<file path="config.mk">
export PLATFORM = sky130hd
export DESIGN_NAME = swlru_ram
export DESIGN_NICKNAME = d
export VERILOG_FILES = /design/src/design/swlru_ram.sv
export SDC_FILE = /design/constraint.sdc
export NUM_CORES = 1
export LEC_CHECK = 0
export BUFFER_PORTS_ARGS = -buffer_cell sky130_fd_sc_hd__buf_2
export CAP_MARGIN = 10
export CORE_AREA = 2 2 175 306
export CTS_CLUSTER_SIZE = 30
export DETAILED_ROUTE_END_ITERATION = 12
export DIE_AREA = 0 0 177 308
export HOLD_SLACK_MARGIN = 0.03
export SLEW_MARGIN = 25
export SYNTH_ARGS = -nofsm -noshare
export SYNTH_HDL_FRONTEND = slang
export SYNTH_SLANG_ARGS = --single-unit
</file>
<file path="constraint.sdc">
create_clock -name clock -period 1.6 [get_ports clock]
set_input_delay 0 -clock clock [delete_from_list [all_inputs] [get_ports clock]]
set_output_delay 0 -clock clock [all_outputs]
set_load 0.005 [all_outputs]
</file>
<file path="src/design/swlru_ram.sv">
`timescale 1ns / 1ps
module swlru_ram #(
   parameter int unsigned WIDTH = 8,
   parameter int unsigned DEPTH = 64
) (
   input  logic                     clock,
   input  logic                     wr_en,
   input  logic [$clog2(DEPTH)-1:0] wr_addr,
   input  logic [WIDTH-1:0]         wr_data,
   input  logic [$clog2(DEPTH)-1:0] rd_addr,
   output logic [WIDTH-1:0]         rd_data
);
   logic [WIDTH-1:0] mem [DEPTH];
   always_ff @(posedge clock) begin
      if (wr_en) mem[wr_addr] <= wr_data;
      rd_data <= mem[rd_addr];
   end
endmodule

</file>
# Word-level counts from Yosys, hierarchy flattened
# Memory sizes are Yosys's and may differ from the RTL's. A register that Yosys moved wholly into a read port is not among the register bits.
# Cells that the tools add are included.
# totals
mem_count	1
out_inout_bits	8
ram_bits	512
wordCells	3
in_bits	22
reg_bits	0
# op_classes
mux	2
# memory_table
name	depth	word_bits	read_ports	rd_clocked_by_memory_dff	write_ports	line_no	source
mem	64	8	1	1	1	13	logic [WIDTH-1:0] mem [DEPTH];
# ops
op	count
$mux W1	2

# Logic depth before layout (Yosys ltp)
# Gate-level depths: netlist (run 1).
# depth
depth_word	2
depth_mapped	9

# Worst setup path after synthesis (run 1)
# OpenSTA, ideal clock, no wires.
# synth_timing
path_kind	reg2reg
from	memory mem[29][4]
to	register rd_data[4] (read register of mem)
path_buffers	0
arrival_time_ns	1.560
path_stages_with_launch	6
slack_ns	-0.092
required_ns	1.468
setup_ns	0.132
path_cell_list	edfxtp_1 -> mux4_2 -> mux2_2 -> o221a_2 -> nor3_1 -> o32ai_1
# synth_lines
item	line_no	source
start, declared	13	
end, declared	11	output logic [WIDTH-1:0] rd_data

==> qor.csv, run 1 <==
stage,metric,value,unit
global_routing,gr-max-usage-layer,met2,
cts,htree_levels,2,
layout,syn_to_final_growth,18.2,%
power,vdd_drop_max,803,µV
job,drv_cap,0,
worst_hold_path,hp-class,input pin to flop,
worst_setup_path,critPathCaptureType,flop,
timing,finalClockSkew,10.1,ps
cts,cts.clk_slew.worst_paths,70,ps
timing,post-route-period-util,1.17,
global_routing,use_met3,0.0200,
place,post-place-ws,-460,ps
synthesis,synth_top_family_by_area,multiplexers,
floorplan,fp.dieH,308,µm
worst_setup_path,crit_start,mem[15][2]$_DFFE_PP_,
status,violations,"negative hold slack, negative setup slack",
floorplan,die_x,177,µm
cts,clock-sinks,520,
floorplan,num_io_pins,30,
floorplan,initial_core_util,0.387,
place,port-buffer-count,29,
layout,drive_above_1_share,0.356,
power,finalPower,0.0272,W
global_routing,grt_first_pass_wirelength,70700,µm
layout,multi_input_area,0.00447,mm²
place,gp_congestion,0.800,
detailed_routing,wl,48000,µm
synthesis,yosysTopAreaCell,edfxtp_1,
detailed_routing,drt_iter0_markers,863,
worst_setup_path,regToRegEndpoint,rd_data[2]$_DFF_P_,
synthesis,syn-cell-area,0.0202,mm²
synthesis,syn_avg_cell_area,21.5,µm²
timing,drv_slew,0,
detailed_routing,vias_per_cell,5.37,
cts,cts_max_path_buffers,3,
detailed_routing,ant_nets,0,
worst_setup_path,path_class,flop to flop,
worst_setup_path,crit_fanout,1,
detailed_routing,drcViolationCount,0,
floorplan,rows,111,
status,status,finished with violations,
global_routing,track_usage,0.180,
floorplan,core,0.0521,mm²
worst_setup_path,cp.required,2040,ps
synthesis,yosysTopAreaCellShare,0.762,
synthesis,synth_cells,940,
synthesis,muxShareOfSynthArea,0.159,
cts,cts_setup_buffers,0,
place,place_area,0.0223,mm²
timing,hold_violations,3,
global_routing,use_met1,0.195,
power,powerDensity,1140,mW/mm²
timing,setup_ws,-267,ps
layout,fin_area,0.0238,mm²
synthesis,synth_cell_types,40,
synthesis,synth_compound_area_frac,0.0207,
worst_setup_path,r2r-start,mem[15][2]$_DFFE_PP_,
synthesis,yosysWarnings,0,
synthesis,synth_xor_xnor_area_share,0,
global_routing,met2_usage,0.348,
timing,grt_setup_unrepaired,true,
synthesis,ys_ff_latch,520,
cts,numCtsBuffers,43,
synthesis,synth-seq-area-share,0.770,
floorplan,fp.dieArea,0.0545,mm²
global_routing,grt_pass1_vias,10600,
timing,fmax,0.536,GHz
place,dp_hpwl,32700,µm
synthesis,synth_area_leaders,"edfxtp_1 76%, mux4_2 14%, nor2_1 1.5%, mux2i_1 1.1%, dfxtp_1 0.79%",
global_routing,grt_max_degree,65,
cts,clk_latency,550,ps
timing,setup_viol,8,
synthesis,syn_nets,962,
detailed_routing,vias,9886,
cts,cts_hold_buf,7,
global_routing,grt_overflow,0,
synthesis,synth_fa_ha_area_frac,0,
layout,fillers,4353,
timing,period_needed,1870,ps
worst_setup_path,reg2reg_slack,-270,ps
worst_setup_path,worstSetupEndpoint,rd_data[2]$_DFF_P_,
power,power_leakage,7.71,nW
layout,layout.nets,1155,
detailed_routing,dr.pass1.iters,5,
worst_setup_path,crit_arrival,2310,ps
cts,root_buffer,clkbuf_16,
worst_setup_path,rr_worst_depth,5,
layout,seq_area,0.0155,mm²
timing,whs,-139,ps
timing,relSlewSlack,0.472,
detailed_routing,wire_per_inst,26.0,µm
cts,cts_tree,done,
synthesis,synthSimpleGateAreaFrac,0.0339,
worst_setup_path,start_kind,flop,
global_routing,antenna_found_initial,4,
timing,tightest_slew,792,ps
## layout by cell type (no fill, tap or decap), types with 4 or more instances in the layout
cell and n:
mux2i_1 23, nand2_1 18, nor3_1 4, buf_12 13
buf_2 26, a221oi_1 4, nand2b_1 7, nor2b_1 14
mux2_4 4, mux2_2 9, mux4_2 126, buf_4 152
nand3_1 13, clkinv_2 10, dfxtp_1 8, dlygate4sd3_1 7
o221ai_1 8, clkinv_1 5, clkbuf_1 7, clkbuf_16 45
o22ai_1 6, edfxtp_1 512, nor2_1 80, a211oi_1 4
## worst max-delay path, stage by stage (launching register included)
cell and delay [ps]:
edfxtp_1 360, mux4_2 500, mux4_2 560, nor2_4 130, nor3_4 60, o2bb2ai_2 130
## routing by layer
metal | part of all wire | vias up
met5 | 0.00056 | -
met4 | 0.043 | 6
met3 | 0.039 | 97
met2 | 0.57 | 247
met1 | 0.35 | 5238
li1 | - | 4298
## power breakdown
part	total (W)	switching [W]	internal, W
logic	0.00167	0.000946	0.000721
clock network	0.0104	0.00467	0.00572
registers	0.0151	0.0000381	0.0151
total	0.0272	0.00566	0.0215
## what timing repair did
action                                  CTS  global route
gates resized for setup                  23             4
gates cloned                              0             0
hold endpoints to repair                162             3
pin swaps                                 6             2
endpoints found under the setup margin    8             8
## logic make-up (layout without fill, tap and decap cells)
family / Yosys count / in the layout
other cells: 0 / 1
mux: 162 / 162
flops: 520 / 520
compound gates: 54 / 54
simple gates: 153 / 153
buf+inv: 51 / 274
## flip-flops by register name (all words and copies together), names as in the netlist
signal and count:
mem 512, rd_data 8
## synth_stat cells (all sizes together)
library cell,number
nand4b,1
nand2,19
nor2,83
dfxtp,8
nor2b,14
mux4,126
a31oi,1
a21oi,3
o221a,2
mux2i,23
and2,1
o32ai,2
o2bb2ai,3
mux2,13
or3,1
nand3b,3
clkbuf,17
nand3,13
o21a,2
o311ai,1
nand2b,7
nor4,2
o41ai,2
nor3,7
a221oi,6
a211oi,4
a22oi,3
buf,34
nand4,2
o2111ai,3
edfxtp,512
o22ai,8
a2111oi,2
o21ai,4
o221ai,8
## through the flow
stage	util	hold slack, ps	cells	TNS [ps]
after floorplan	-	98.9	940	-148
after global placement	0.428	383	1759	-3230
after detailed placement	0.428	377	1760	-3600
after CTS	0.457	-158	1841	-1490
after global routing	0.458	-138	1842	-1770
final	0.458	-139	1842	-1390
## final cells by class
type / instances / share of cell area
sequential: 520 / 0.652
clock buffer: 54 / 0.0495
clock inverter: 21 / 0.00772
timing repair buffer: 199 / 0.0678
antenna: 1 / 0.000105
tap: 678 / 0.0356
multi-input combinational: 369 / 0.188
## how the worst min path moves through the flow
stage	slack [ps]	cells after the start	endpoint	startpoint
after detailed placement	380	1	rd_data[7]	rd_data[7]$_DFF_P_
after CTS	-160	3	rd_data[1]$_DFF_P_	rd_addr[5]
after global routing	-140	3	rd_data[1]$_DFF_P_	rd_addr[5]
after floorplan	100	0	mem[0][0]$_DFFE_PP_	wr_data[0]
after global placement	380	1	rd_data[7]	rd_data[7]$_DFF_P_
final	-140	3	rd_data[1]$_DFF_P_	rd_addr[5]
Note: power is estimated with default switching activity, not from simulation.
==> inputs of run 2 (changes only) <==
Settings changed: CORE_AREA 2 2 175 306 to 2 2 148 259, DIE_AREA 0 0 177 308 to 0 0 150 261, PLACE_DENSITY set to 0.73.
Clock period 1.6 ns to 1.7 ns, I/O delays scaled along.
==> run 2 against run 1 <==
The run still ends with negative hold slack, negative setup slack left. Clock-buffer cell count increased by 2. Non-clock buffer count increased by 6. Final cell count shrank 10%. Setup slack gained 130 ps. Die area shrank 28%. Clock power is 4% lower. Critical path depth did not move. Hold slack better by 86 ps. Core utilization up 18 points. Sequential share of layout area up 0.68 points. First-iteration DRC count up 6.1%. Global-route usage rose by 6.3 points. Critical path type unchanged. Critical endpoint is now rd_data[1]$_DFF_P_. Largest cell class unchanged. Highest routed layer is now met4.
==> qor.csv, run 2 (synthesis gave the netlist of run 1 again) <==
stage,metric,value,unit,change
status,status,finished with violations,,
status,violations,"negative hold slack, negative setup slack",,
place,port-buffer-count,29,,unchanged
cts,numCtsBuffers,43,,unchanged
layout,fillers,2559,,-41%
global_routing,grt_overflow,0,,unchanged
worst_setup_path,path_class,flop to flop,,
layout,largest_reg_flops,512,,unchanged
detailed_routing,ant_nets,0,,unchanged
layout,regMostFlops,mem,,
timing,fin_setup_tns,-605,ps,+790 ps
detailed_routing,vias_per_cell,6.14,,+14%
floorplan,fp.dieH,261,µm,-15%
layout,num_antenna_cells,0,,-1
power,powerDensity,1090,mW/mm²,-4.1%
detailed_routing,wire_per_inst,28.0,µm,+7.4%
job,drv_cap,0,,unchanged
floorplan,fp.dieArea,0.0392,mm²,-28%
floorplan,num_io_pins,30,,unchanged
timing,grt_setup_unrepaired,true,,
floorplan,core,0.0372,mm²,-29%
global_routing,grt_max_degree,65,,unchanged
cts,cts_max_path_buffers,3,,unchanged
worst_setup_path,rr_worst_depth,5,,unchanged
worst_setup_path,path_cells,"mux4_2, mux4_2, nor2_2, nor3_1, o2bb2ai_1",,
power,vdd_drop_max,791,µV,-1.5%
floorplan,die_x,150,µm,-15%
detailed_routing,wl,46100,µm,-3.8%
worst_setup_path,cpMostUsedCell,mux4_2,,
power,finalPower,0.0258,W,-5.1%
worst_setup_path,start_kind,flop,,
cts,clk_latency,560,ps,about the same
cts,htree_levels,2,,unchanged
floorplan,initial_core_util,0.543,,+0.155
worst_hold_path,hold_path_depth,3,,unchanged
layout,layout.nets,1161,,+0.52%
place,post-place-ws,-481,ps,-20.6 ps
place,dp_hpwl,30100,µm,-7.9%
timing,post-route-period-util,1.08,,-0.0839
global_routing,track_usage,0.243,,+0.0625
detailed_routing,dr.pass1.iters,5,,unchanged
timing,fmax,0.543,GHz,+1.4%
worst_setup_path,critPathCaptureType,flop,,
cts,clock-sinks,520,,unchanged
detailed_routing,drcViolationCount,0,,unchanged
detailed_routing,vias,10100,,+2.5%
worst_hold_path,hp-class,input pin to flop,,
cts,cts.clk_slew.worst_paths,70,ps,about the same
layout,reg_top3,"mem: 512 flops, rd_data: 8 flops",,
worst_setup_path,crit_fanout,1,,unchanged
global_routing,grt_pass1_vias,10400,,-1.4%
global_routing,grt_first_pass_wirelength,67500,µm,-4.5%
layout,syn_to_final_growth,17.0,%,
cts,root_buffer,clkbuf_16,,
cts,cts_tree,done,,
worst_setup_path,cp.required,2140,ps,+100 ps
worst_setup_path,slowest_delay,580,ps,+20 ps
layout,final_common_cell,edfxtp_1,,
layout,final_cell_mix,"512 x edfxtp_1, 164 x buf_4, 126 x mux4_2",,
worst_setup_path,slowest_stage,mux4_2,,
timing,relSlewSlack,0.341,,-0.130
timing,setup_ws,-141,ps,+126 ps
timing,period_needed,1840,ps,-25.8 ps
floorplan,rows,94,,-15%
timing,setup_viol,7,,-1
timing,finalClockSkew,20.1,ps,+10.0 ps
timing,hold_violations,4,,+1
worst_setup_path,crit_arrival,2290,ps,-20 ps
detailed_routing,drt_iter0_markers,916,,+6.1%
power,power_leakage,7.72,nW,+0.11%
timing,drv_slew,0,,unchanged
timing,whs,-52.2,ps,+86.5 ps
timing,tightest_slew,988,ps,+196 ps
place,gp_congestion,0.825,,+3.1%
layout,drive_above_1_share,0.348,,-0.00811
global_routing,antenna_found_initial,2,,-2
## run 2: cell types whose count changed in the layout (fill, tap and decap cells not counted), sizes merged
cell,before,now
buf,191,197
clkbuf,55,57
bufinv,3,6
inv,1,0
diode,1,0
clkinv,16,13
## run 2: repair_timing
action,CTS,global route
resized for setup,19,5
pin swaps,5,0
hold buffers,6,1
endpoints found under the setup margin,8,8
setup buffers,0,0
gates cloned,0,0
endpoints found under the hold margin,234,6
## run 2: report_power, final
group / switching, W / internal, W / leakage [nW] / total [W]
sequential: 0.0000431 / 0.0142 / 4.67 / 0.0142
clock: 0.00427 / 0.00574 / 0.680 / 0.0100
combinational: 0.000876 / 0.000661 / 2.36 / 0.00154
total: 0.00519 / 0.0206 / 7.72 / 0.0258
## run 2: worst max-delay path, delay by kind of cell, from the launching register on
| family | cells | cell delay (ps) |
|---|---|---|
| DFF | 1 | 380 |
| and+or+nand+nor | 2 | 170 |
| muxes | 2 | 1050 |
| AOI/OAI and AO/OA | 1 | 130 |
## run 2: per-stage QoR
| stage | instances | utilization | cell area (µm²) | hold WS (ps) |
|---|---|---|---|---|
| global route | 1650 | 0.635 | 23600 | -45.4 |
| floorplan | 940 | - | 20200 | 98.9 |
| global placement | 1567 | 0.592 | 22000 | 424 |
| finish | 1650 | 0.635 | 23600 | -52.2 |
| detailed placement | 1567 | 0.592 | 22000 | 422 |
| CTS | 1649 | 0.634 | 23600 | -109 |
## run 2: path summary, 6_finish.rpt
| kind | start | slack (ps) | to |
|---|---|---|---|
| setup / recovery | mem[13][1]$_DFFE_PP_ | -140 | rd_data[1]$_DFF_P_ |
| hold / removal | rd_addr[5] | -50 | rd_data[2]$_DFF_P_ |
| hold reg to reg | mem[23][2]$_DFFE_PP_ | 830 | rd_data[2]$_DFF_P_ |
| setup reg to reg | mem[13][1]$_DFFE_PP_ | -140 | rd_data[1]$_DFF_P_ |
## run 2: area by class of cell
type	instances	area [µm²]	share of cell area
multi-input combinational	369	4430	0.188
clock inverter	20	240	0.0102
sequential	520	15500	0.658
clock buffer	56	1170	0.0495
timing repair buffer	205	1620	0.0685
tap	480	601	0.0255
## run 2: per-layer routing
layer	share of wire	vias up	global-route usage
met5	0	-	0
met4	0.045	0	0.105
met3	0.057	103	0.0242
met2	0.56	423	0.447
met1	0.34	5303	0.289
li1	-	4302	-
